## src/pc2g6_pkg.sv

```systemverilog
// ============================================================================
// pc2g6_pkg: shared types and constants of the planar code to graph6 encoder
// Sizes, graph6 character codes, the front-to-back request word and the
// back-end state type.
// ============================================================================
`timescale 1ns / 1ps
`default_nettype none

package pc2g6_pkg;

	// Largest vertex count; larger counts saturate to this
	localparam int MAX_VERTICES = 64;

	// Vertex count 0..MAX_VERTICES
	localparam int VCNT_W = $clog2(MAX_VERTICES + 1);
	// Column length 0..MAX_VERTICES-1
	localparam int LEN_W = (MAX_VERTICES > 2) ? $clog2(MAX_VERTICES) : 1;

	// Body bits are 6 per character
	localparam int GROUP_W = 6;
	localparam int CNT_W   = 3;

	// Column shift register, held bit-reversed so the first bit sits at the top
	localparam int ROW_W     = (MAX_VERTICES < GROUP_W) ? GROUP_W : MAX_VERTICES;
	localparam int ROW_IDX_W = $clog2(ROW_W);

	// graph6 character codes
	localparam logic [7:0] G6_BIAS      = 8'd63;
	localparam logic [7:0] G6_LONG      = 8'd126;
	localparam logic [7:0] G6_NEWLINE   = 8'd10;
	localparam logic [7:0] G6_SMALL_MAX = 8'd62;
	localparam logic [7:0] G6_LOW_MASK  = 8'h3F;

	// Request queue between front and back
	localparam int Q_DEPTH = 2;
	localparam int QPTR_W  = (Q_DEPTH > 1) ? $clog2(Q_DEPTH) : 1;
	localparam int QCNT_W  = $clog2(Q_DEPTH + 1);

	typedef enum logic {
		REQ_HDR,
		REQ_COL
	} req_kind_t;

	typedef struct packed {
		req_kind_t          kind;
		logic               last;
		logic [VCNT_W-1:0]  count;
		logic [LEN_W-1:0]   len;
		logic [ROW_W-1:0]   bits;
	} req_t;

	// Queue to back end handshake
	typedef struct packed {
		logic valid;
		logic full;
	} q_status_t;

	typedef enum logic [1:0] {
		BK_IDLE,
		BK_HDR,
		BK_COL,
		BK_NL
	} back_state_t;

endpackage

`default_nettype wire

```

## src/pc2g6_front.sv

```systemverilog
// ============================================================================
// pc2g6_front: input stage of the graph6 encoder
// Accepts code items, tracks the graph and current vertex, collects the
// column bits and queues header and column requests.
// ============================================================================
`timescale 1ns / 1ps
`default_nettype none

module pc2g6_front (
	input  wire logic                 clk,
	input  wire logic                 arst_n,
	input  wire logic                 in_valid,
	output logic                      in_stall,
	input  wire logic                 is_count,
	input  wire logic [7:0]           code_value,
	input  wire pc2g6_pkg::q_status_t q_stat,
	output logic                      push,
	output pc2g6_pkg::req_t           req
);

	logic [pc2g6_pkg::VCNT_W-1:0]    total_q;
	logic [pc2g6_pkg::VCNT_W-1:0]    cur_q;
	logic [pc2g6_pkg::ROW_W-1:0]     row_q;
	logic                            accept;
	logic                            active;
	logic                            list_end;
	logic                            nb_ok;
	logic [pc2g6_pkg::VCNT_W-1:0]    n_sat;
	logic [pc2g6_pkg::VCNT_W:0]      cur_next;
	logic [8:0]                      rev_idx;
	logic                            last_col;

	assign in_stall = q_stat.full;
	assign accept   = in_valid && !q_stat.full;
	assign active   = cur_q < total_q;
	assign list_end = !is_count && active && (code_value == 8'd0);
	assign nb_ok    = !is_count && active && (code_value != 8'd0)
		&& (code_value <= 8'(cur_q));
	assign n_sat    = (code_value > 8'(pc2g6_pkg::MAX_VERTICES))
		? pc2g6_pkg::VCNT_W'(pc2g6_pkg::MAX_VERTICES)
		: pc2g6_pkg::VCNT_W'(code_value);
	// neighbour j lands at ROW_W - j so the column reads out from the top
	assign rev_idx  = 9'(pc2g6_pkg::ROW_W) - {1'b0, code_value};
	assign cur_next = {1'b0, cur_q} + 1'b1;
	assign last_col = cur_next >= {1'b0, total_q};

	always_comb begin
		push       = accept && (is_count || list_end);
		req.kind   = is_count ? pc2g6_pkg::REQ_HDR : pc2g6_pkg::REQ_COL;
		req.last   = last_col;
		req.count  = n_sat;
		req.len    = pc2g6_pkg::LEN_W'(cur_q);
		req.bits   = row_q;
	end

	always_ff @(posedge clk or negedge arst_n) begin
		if (!arst_n) begin
			total_q <= '0;
			cur_q   <= '0;
			row_q   <= '0;
		end else if (accept) begin
			if (is_count) begin
				total_q <= n_sat;
				cur_q   <= '0;
				row_q   <= '0;
			end else if (list_end) begin
				row_q <= '0;
				cur_q <= last_col ? total_q : cur_next[pc2g6_pkg::VCNT_W-1:0];
			end else if (nb_ok) begin
				row_q[rev_idx[pc2g6_pkg::ROW_IDX_W-1:0]] <= 1'b1;
			end
		end
	end

endmodule

`default_nettype wire

```

## src/pc2g6_queue.sv

```systemverilog
// ============================================================================
// pc2g6_queue: request queue between front and back
// Small FIFO of requests, push and pop in the same cycle allowed.
// ============================================================================
`timescale 1ns / 1ps
`default_nettype none

module pc2g6_queue (
	input  wire logic             clk,
	input  wire logic             arst_n,
	input  wire logic             push,
	input  wire pc2g6_pkg::req_t  push_req,
	input  wire logic             pop,
	output pc2g6_pkg::req_t       head,
	output pc2g6_pkg::q_status_t  stat
);

	pc2g6_pkg::req_t              entry_q [pc2g6_pkg::Q_DEPTH];
	logic [pc2g6_pkg::QPTR_W-1:0] wr_q;
	logic [pc2g6_pkg::QPTR_W-1:0] rd_q;
	logic [pc2g6_pkg::QCNT_W-1:0] cnt_q;
	logic                         do_push;
	logic                         do_pop;

	assign stat.valid = cnt_q != '0;
	assign stat.full  = cnt_q == pc2g6_pkg::QCNT_W'(pc2g6_pkg::Q_DEPTH);
	assign head       = entry_q[rd_q];
	assign do_push    = push && !stat.full;
	assign do_pop     = pop && stat.valid;

	function automatic logic [pc2g6_pkg::QPTR_W-1:0] next_ptr(
		input logic [pc2g6_pkg::QPTR_W-1:0] p
	);
		next_ptr = (p == pc2g6_pkg::QPTR_W'(pc2g6_pkg::Q_DEPTH - 1)) ? '0 : p + 1'b1;
	endfunction

	always_ff @(posedge clk) begin
		if (do_push) begin
			entry_q[wr_q] <= push_req;
		end
	end

	always_ff @(posedge clk or negedge arst_n) begin
		if (!arst_n) begin
			wr_q  <= '0;
			rd_q  <= '0;
			cnt_q <= '0;
		end else begin
			if (do_push) begin
				wr_q <= next_ptr(wr_q);
			end
			if (do_pop) begin
				rd_q <= next_ptr(rd_q);
			end
			if (do_push && !do_pop) begin
				cnt_q <= cnt_q + 1'b1;
			end else if (do_pop && !do_push) begin
				cnt_q <= cnt_q - 1'b1;
			end
		end
	end

endmodule

`default_nettype wire

```

## src/pc2g6_back.sv

```systemverilog
// ============================================================================
// pc2g6_back: output stage of the graph6 encoder
// Turns queued requests into header bytes, 6-bit body characters and the
// closing newline, one character per cycle while not stalled, into an output register.
// ============================================================================
`timescale 1ns / 1ps
`default_nettype none

module pc2g6_back (
	input  wire logic                 clk,
	input  wire logic                 arst_n,
	input  wire pc2g6_pkg::req_t      head,
	input  wire pc2g6_pkg::q_status_t q_stat,
	output logic                      pop,
	output logic                      out_valid,
	input  wire logic                 out_stall,
	output logic [7:0]                out_char,
	output logic                      end_of_graph
);

	pc2g6_pkg::back_state_t          state_q, state_d;
	logic [pc2g6_pkg::ROW_W-1:0]     sr_q, sr_d;
	logic [pc2g6_pkg::LEN_W-1:0]     rem_q, rem_d;
	logic                            last_q, last_d;
	logic [pc2g6_pkg::GROUP_W-1:0]   carry_q, carry_d;
	logic [pc2g6_pkg::CNT_W-1:0]     cc_q, cc_d;
	logic [pc2g6_pkg::VCNT_W-1:0]    n_q, n_d;
	logic [1:0]                      idx_q, idx_d;

	logic                            out_valid_q;
	logic [7:0]                      out_char_q;
	logic                            end_q;

	logic                            emit_ok;
	logic                            emit;
	logic [7:0]                      emit_char;
	logic                            emit_end;

	logic [pc2g6_pkg::GROUP_W-1:0]   top6;
	logic [pc2g6_pkg::CNT_W-1:0]     need;
	logic [pc2g6_pkg::CNT_W-1:0]     rem3;
	logic [8:0]                      total;
	logic [11:0]                     hi_w;
	logic [11:0]                     abs_w;
	logic [pc2g6_pkg::GROUP_W-1:0]   grp;
	logic [7:0]                      n8;

	assign emit_ok = !out_valid_q || !out_stall;
	assign top6    = sr_q[pc2g6_pkg::ROW_W-1 -: pc2g6_pkg::GROUP_W];
	assign need    = pc2g6_pkg::CNT_W'(pc2g6_pkg::GROUP_W) - cc_q;
	assign rem3    = pc2g6_pkg::CNT_W'(rem_q);
	assign total   = 9'(rem_q) + 9'(cc_q);
	// carried bits on top, fresh column bits below them
	assign hi_w    = {6'd0, carry_q} << need;
	assign grp     = hi_w[5:0] | (top6 >> cc_q);
	assign abs_w   = {6'd0, carry_q} << rem3;
	assign n8      = 8'(n_q);

	always_comb begin
		state_d   = state_q;
		sr_d      = sr_q;
		rem_d     = rem_q;
		last_d    = last_q;
		carry_d   = carry_q;
		cc_d      = cc_q;
		n_d       = n_q;
		idx_d     = idx_q;
		pop       = 1'b0;
		emit      = 1'b0;
		emit_char = pc2g6_pkg::G6_NEWLINE;
		emit_end  = 1'b0;
		case (state_q)
			pc2g6_pkg::BK_IDLE: begin
				if (q_stat.valid) begin
					pop = 1'b1;
					if (head.kind == pc2g6_pkg::REQ_HDR) begin
						n_d     = head.count;
						idx_d   = 2'd0;
						carry_d = '0;
						cc_d    = '0;
						state_d = pc2g6_pkg::BK_HDR;
					end else begin
						sr_d    = head.bits;
						rem_d   = head.len;
						last_d  = head.last;
						state_d = pc2g6_pkg::BK_COL;
					end
				end
			end
			pc2g6_pkg::BK_HDR: begin
				if (emit_ok) begin
					emit = 1'b1;
					if (n8 <= pc2g6_pkg::G6_SMALL_MAX) begin
						emit_char = pc2g6_pkg::G6_BIAS + n8;
						state_d   = (n_q == '0) ? pc2g6_pkg::BK_NL : pc2g6_pkg::BK_IDLE;
					end else begin
						case (idx_q)
							2'd0:    emit_char = pc2g6_pkg::G6_LONG;
							2'd1:    emit_char = pc2g6_pkg::G6_BIAS;
							2'd2:    emit_char = pc2g6_pkg::G6_BIAS + (n8 >> 6);
							default: emit_char = pc2g6_pkg::G6_BIAS
								+ (n8 & pc2g6_pkg::G6_LOW_MASK);
						endcase
						idx_d = idx_q + 1'b1;
						if (idx_q == 2'd3) begin
							state_d = pc2g6_pkg::BK_IDLE;
						end
					end
				end
			end
			pc2g6_pkg::BK_COL: begin
				if (total >= 9'(pc2g6_pkg::GROUP_W)) begin
					if (emit_ok) begin
						emit      = 1'b1;
						emit_char = pc2g6_pkg::G6_BIAS + 8'(grp);
						sr_d      = sr_q << need;
						rem_d     = rem_q - pc2g6_pkg::LEN_W'(need);
						carry_d   = '0;
						cc_d      = '0;
					end
				end else if (last_q) begin
					// zero-padded remainder, then the newline
					if (total != '0) begin
						if (emit_ok) begin
							emit      = 1'b1;
							emit_char = pc2g6_pkg::G6_BIAS + 8'(grp);
							rem_d     = '0;
							carry_d   = '0;
							cc_d      = '0;
							state_d   = pc2g6_pkg::BK_NL;
						end
					end else begin
						state_d = pc2g6_pkg::BK_NL;
					end
				end else begin
					// short tail joins the carry
					carry_d = abs_w[5:0]
						| (top6 >> (pc2g6_pkg::CNT_W'(pc2g6_pkg::GROUP_W) - rem3));
					cc_d    = cc_q + rem3;
					rem_d   = '0;
					state_d = pc2g6_pkg::BK_IDLE;
				end
			end
			pc2g6_pkg::BK_NL: begin
				if (emit_ok) begin
					emit      = 1'b1;
					emit_char = pc2g6_pkg::G6_NEWLINE;
					emit_end  = 1'b1;
					carry_d   = '0;
					cc_d      = '0;
					state_d   = pc2g6_pkg::BK_IDLE;
				end
			end
			default: begin
				state_d = pc2g6_pkg::BK_IDLE;
			end
		endcase
	end

	always_ff @(posedge clk or negedge arst_n) begin
		if (!arst_n) begin
			state_q <= pc2g6_pkg::BK_IDLE;
			cc_q    <= '0;
			idx_q   <= '0;
		end else begin
			state_q <= state_d;
			cc_q    <= cc_d;
			idx_q   <= idx_d;
		end
	end

	always_ff @(posedge clk) begin
		sr_q    <= sr_d;
		rem_q   <= rem_d;
		last_q  <= last_d;
		carry_q <= carry_d;
		n_q     <= n_d;
	end

	always_ff @(posedge clk or negedge arst_n) begin
		if (!arst_n) begin
			out_valid_q <= 1'b0;
		end else if (emit) begin
			out_valid_q <= 1'b1;
		end else if (!out_stall) begin
			out_valid_q <= 1'b0;
		end
	end

	always_ff @(posedge clk) begin
		if (emit) begin
			out_char_q <= emit_char;
			end_q      <= emit_end;
		end
	end

	assign out_valid    = out_valid_q;
	assign out_char     = out_char_q;
	assign end_of_graph = end_q;

endmodule

`default_nettype wire

```

## src/planar_code_to_graph6_top.sv

```systemverilog
// ============================================================================
// planar_code_to_graph6_top: planar code to graph6 text encoder
// Front stage, request queue and character back stage.
// ============================================================================
// Usage
//   Input channel (in_valid / in_stall, fields is_count and code_value): an
//   item with is_count set opens a graph of code_value vertices (saturated to
//   the maximum); later items are neighbour numbers, 0 closing a vertex list.
//   Output channel (out_valid / out_stall, fields out_char and end_of_graph):
//   one graph6 character per request; end_of_graph marks the final newline.
// Timing
//   Neighbour items are taken one per cycle while in_stall is low and give no
//   output. A count or a list end becomes a request in a two-entry queue;
//   the back stage pops it from the queue head when idle and registers its
//   characters in the output register.
//   The back stage takes a request in its idle state, then emits its
//   characters one by one (header up to 4, body up to 11 plus newline); a
//   column request ends its column state without output, except on a last
//   list that closes with a padded character. in_stall rises only while the
//   queue is full, so the output rate sets the throughput.
// Reset and back-pressure
//   arst_n clears the graph, the queue and the output valid flag: no graph is
//   active and out_valid is low. While out_stall is high the shown character
//   holds; the back stage waits, then the queue fills and in_stall rises.
// ============================================================================
`timescale 1ns / 1ps
`default_nettype none

module planar_code_to_graph6_top (
	input  wire logic       clk,
	input  wire logic       arst_n,
	input  wire logic       in_valid,
	output logic            in_stall,
	input  wire logic       is_count,
	input  wire logic [7:0] code_value,
	output logic            out_valid,
	input  wire logic       out_stall,
	output logic [7:0]      out_char,
	output logic            end_of_graph
);

	// requests from front to queue
	pc2g6_pkg::req_t      push_req;
	logic                 push;
	// queue head and status towards back
	pc2g6_pkg::req_t      head;
	pc2g6_pkg::q_status_t q_stat;
	logic                 pop;

	// Front: tracks vertex count and current vertex, gathers the column
	pc2g6_front u_front (
		.clk        (clk),
		.arst_n     (arst_n),
		.in_valid   (in_valid),
		.in_stall   (in_stall),
		.is_count   (is_count),
		.code_value (code_value),
		.q_stat     (q_stat),
		.push       (push),
		.req        (push_req)
	);

	// Queue: decouples input acceptance from character output
	pc2g6_queue u_queue (
		.clk      (clk),
		.arst_n   (arst_n),
		.push     (push),
		.push_req (push_req),
		.pop      (pop),
		.head     (head),
		.stat     (q_stat)
	);

	// Back: holds the 6-bit carry across columns and emits characters
	pc2g6_back u_back (
		.clk          (clk),
		.arst_n       (arst_n),
		.head         (head),
		.q_stat       (q_stat),
		.pop          (pop),
		.out_valid    (out_valid),
		.out_stall    (out_stall),
		.out_char     (out_char),
		.end_of_graph (end_of_graph)
	);

endmodule

`default_nettype wire

```

## config.mk

```make
export PLATFORM = sky130hd
export DESIGN_NAME = planar_code_to_graph6_top
export DESIGN_NICKNAME = d
export VERILOG_FILES = /design/src/pc2g6_pkg.sv /design/src/pc2g6_front.sv /design/src/pc2g6_queue.sv /design/src/pc2g6_back.sv /design/src/planar_code_to_graph6_top.sv
export SDC_FILE = /design/constraint.sdc
export NUM_CORES = 1
export LEC_CHECK = 0
export ABC_AREA = 0
export BUFFER_PORTS_ARGS = -buffer_cell sky130_fd_sc_hd__buf_2
export CORE_ASPECT_RATIO = 0.9
export CORE_MARGIN = 1
export CORE_UTILIZATION = 60
export CTS_CLUSTER_SIZE = 30
export DETAILED_ROUTE_END_ITERATION = 6
export PLACE_DENSITY = 0.79
export SLEW_MARGIN = 0
export SYNTH_ARGS = -nofsm -noshare
export SYNTH_HDL_FRONTEND = slang
export SYNTH_SLANG_ARGS = --single-unit
```

## constraint.sdc

```tcl
create_clock -name clk -period 9.4 [get_ports clk]
set_input_delay 1.41 -clock clk [delete_from_list [all_inputs] [get_ports clk]]
set_output_delay 1.41 -clock clk [all_outputs]
set_load 0.01 [all_outputs]
```

==> impl_metrics.ini <==
[place]
placed_cells = 1842
place_hpwl_um = 25210
gp_congestion = 0.8967
placed_cell_area_um2 = 18200
port_buffers = 23

[die]
fp.dieW_um = 183.9
coreArea_um2 = 29090
start_util = 0.6143
num_io_pins = 24
rows = 59
die_y_um = 165.7
design.die.area_um2 = 30470

[drt]
drc = 0
drt_pass1_iterations = 5
drt_iter0_drc = 1470
routed-via-count = 12400
wl_per_cell_um = 20.68
wl_um = 39440
via_per_inst = 6.502
ant_nets = 0

[timing]
setup_violations = 0
tns_ns = 0
finalCritPeriodShare = 0.4557
hold_slack_ns = 0.4563
fmax_mhz = 233.5
skew_ns = 0.01763
hold_violations = 0
tightest_slew_ns = 1.101
max_slew_margin = 0.2662
rsz0062_at_grt = false
post-route-min-period_ns = 4.283
final_max_slew_viol_count = 0

[clocking]
numClockSinks = 341
clk_pin_slew_ns = 0.06
cts-buffers-inserted = 36
cts_max_level = 2
holdBufCountCts = 0
clk_path_buf_depth = 3
clock-root-buffer = clkbuf_16
cts_tree = done
post_cts_resized = 0
cts_setup_buffers = 0
clk_latency_ns = 0.53

[setup_path]
critPathCaptureType = flop
cp_top_family = simple AND/OR/NAND/NOR gates
critPathMaxStageDelay_ns = 0.83
critPathRequiredTime_ns = 9.54
critPathBufInv = 4
crit_type = in -> reg
cp.arrival_ns = 4.42
crit_path_top_delay_cell = and2_4
critPathLaunchType = primary input
path_common_cell = inv_1
path_cells = buf_2, inv_1, ha_1, nand4_1, nor3b_1, nand3_2, buf_4, and2_1, inv_1, and2_4
crit_fanout = 87

[synth]
ys_seq_elements = 341
syn_area_per_cell_um2 = 11.74
synth_top_family_by_area = compound AO/OA/AOI/OAI gates
synth_area_leaders = edfxtp_1 (42%), dfrtp_1 (13%), mux4_2 (6.2%)
postSynthCellCount = 1522
synth_fp_nets = 1582
seq_area_frac_synth = 0.5479
synth-edff-count = 251
yosys.cell_count.top_type = edfxtp_1
synth-xor-area-share = 0.01226
synthArstFlopShare = 0.2639
synth-compound-area-share = 0.1338
yosys.area.top_type = edfxtp_1
netlist_area_um2 = 17870
netlist.area_leader.share = 0.4219
synthAdderAreaFrac = 0.03376
synth_mux_area_frac = 0.1142
synthTopCellsByCount = edfxtp_1 (251), nand2_1 (167), nand3_1 (108), dfrtp_1 (90), clkbuf_1 (87)
yosys.area_share.simple = 0.1226
synth_warnings = 0
ys_types = 69
synth_ff_type = edfxtp_1

[finish]
layout.nets = 1544
utilization = 0.6656
fin_area_um2 = 19360
n_antenna_cell = 0
drive_gt1_frac = 0.1264
area_growth_pct = 8.362
stdcell_count = 1907

[global_route]
grt_max_degree = 94
grt_pass1_wl_um = 62860
grt_use_total = 0.2649
first_global_vias = 11564
antenna_found_initial = 0
gr-total-overflow = 0

[pwr]
ir_drop_v = 0.0001588
powerDensity_nw_per_um2 = 314.2
p_leak_uw = 0.006935

[run]
maxCapViolations = 0

[worst_hold_path]
hold_path_class = reg -> reg

[run_status]
outcome = complete, no violations
## worst paths after layout
check / slack [ns] / cells past startpoint / start / end
max: 5.12 / 10 / code_value[0] / u_queue.entry_q[1][21]
max reg2reg: 5.26 / 13 / u_back.cc_q[0] / u_back.out_char[4]
min: 0.46 / 0 / u_front.row_q[39] / u_queue.entry_q[1][39]
min reg2reg: 0.46 / 0 / u_front.row_q[39] / u_queue.entry_q[1][39]
max in group asynchronous: 7.40 / 2 / arst_n / u_front.row_q[58]
min in group asynchronous: 0.76 / 1 / arst_n / u_queue.cnt_q[1]
## kinds of logic after synthesis
kind of cell	Yosys count
other	1
multiplexers	138
buffers and inverters	159
AND/OR/NAND/NOR	460
adder cells (fa/ha/maj)	47
AO/OA/AOI/OAI	351
XOR/XNOR	25
flip-flops	341
## metrics by stage
stage | total power, uW | worst slack, ns
6_report | 6083 | 5.117
5_1_grt | 6407 | 4.859
4_1_cts | 6059 | 5.142
3_5_place_dp | 4658 | 4.610
3_3_place_gp | 4596 | 4.688
2_1_floorplan | 4034 | 2.788
## cell type report
| class | instances | area [um2] |
|---|---|---|
| Clock buffer | 46 | 968.4 |
| Clock inverter | 19 | 195.2 |
| Fill cell | 2090 | 9726 |
| Inverter | 46 | 172.7 |
| Multi-Input combinational cell | 1022 | 7508 |
| Sequential cell | 341 | 9797 |
| Tap cell | 396 | 495.5 |
| Timing Repair Buffer | 37 | 222.7 |
## routing by layer
layer  up-vias  track usage  part of all wire  routed length (um)
met5         -            0                 0                   0
met3        61      0.06113              0.10                4061
met2       581       0.3771              0.43               17130
met1      6040       0.4084              0.44               17390
li1       5718            -                 -                   -
met4         0      0.07283             0.022                 850
## registers in the layout, summed over array words and instances (netlist names), 3 cells and up
register,flops
u_queue.entry_q,158
u_back.sr_q,64
u_front.row_q,64
u_back.out_char,8
u_back.n_q,7
u_front.cur_q,7
u_front.total_q,7
u_back.carry_q,6
u_back.rem_q,6
u_back.cc_q,3
## placed cells by master (no fill, tap or decap), drive strengths merged, types with 5 or more instances in the layout
cell type  count
edfxtp       251
nand2        167
nand3        108
dfrtp         90
o31ai         65
nor2b         64
o21ai         60
mux2i         58
a31oi         55
a211oi        53
nor2          52
mux4          49
inv           47
clkbuf        46
ha            45
buf           37
a21oi         36
mux2          31
nor3          22
xnor2         16
clkinv        13
o22ai         11
and2          10
xor2           9
o211ai         9
a22o           8
nand2b         7
o2bb2ai        7
nand3b         5
and3           5
or3            5
## power breakdown
group          switching (uW)  internal (uW)  total (uW)
Clock                     575            818        1390
Combinational            1340            863        2200
Sequential                341           2140        2490
Total                    2260           3820        6080
Note: power is estimated with default switching activity, not from simulation.
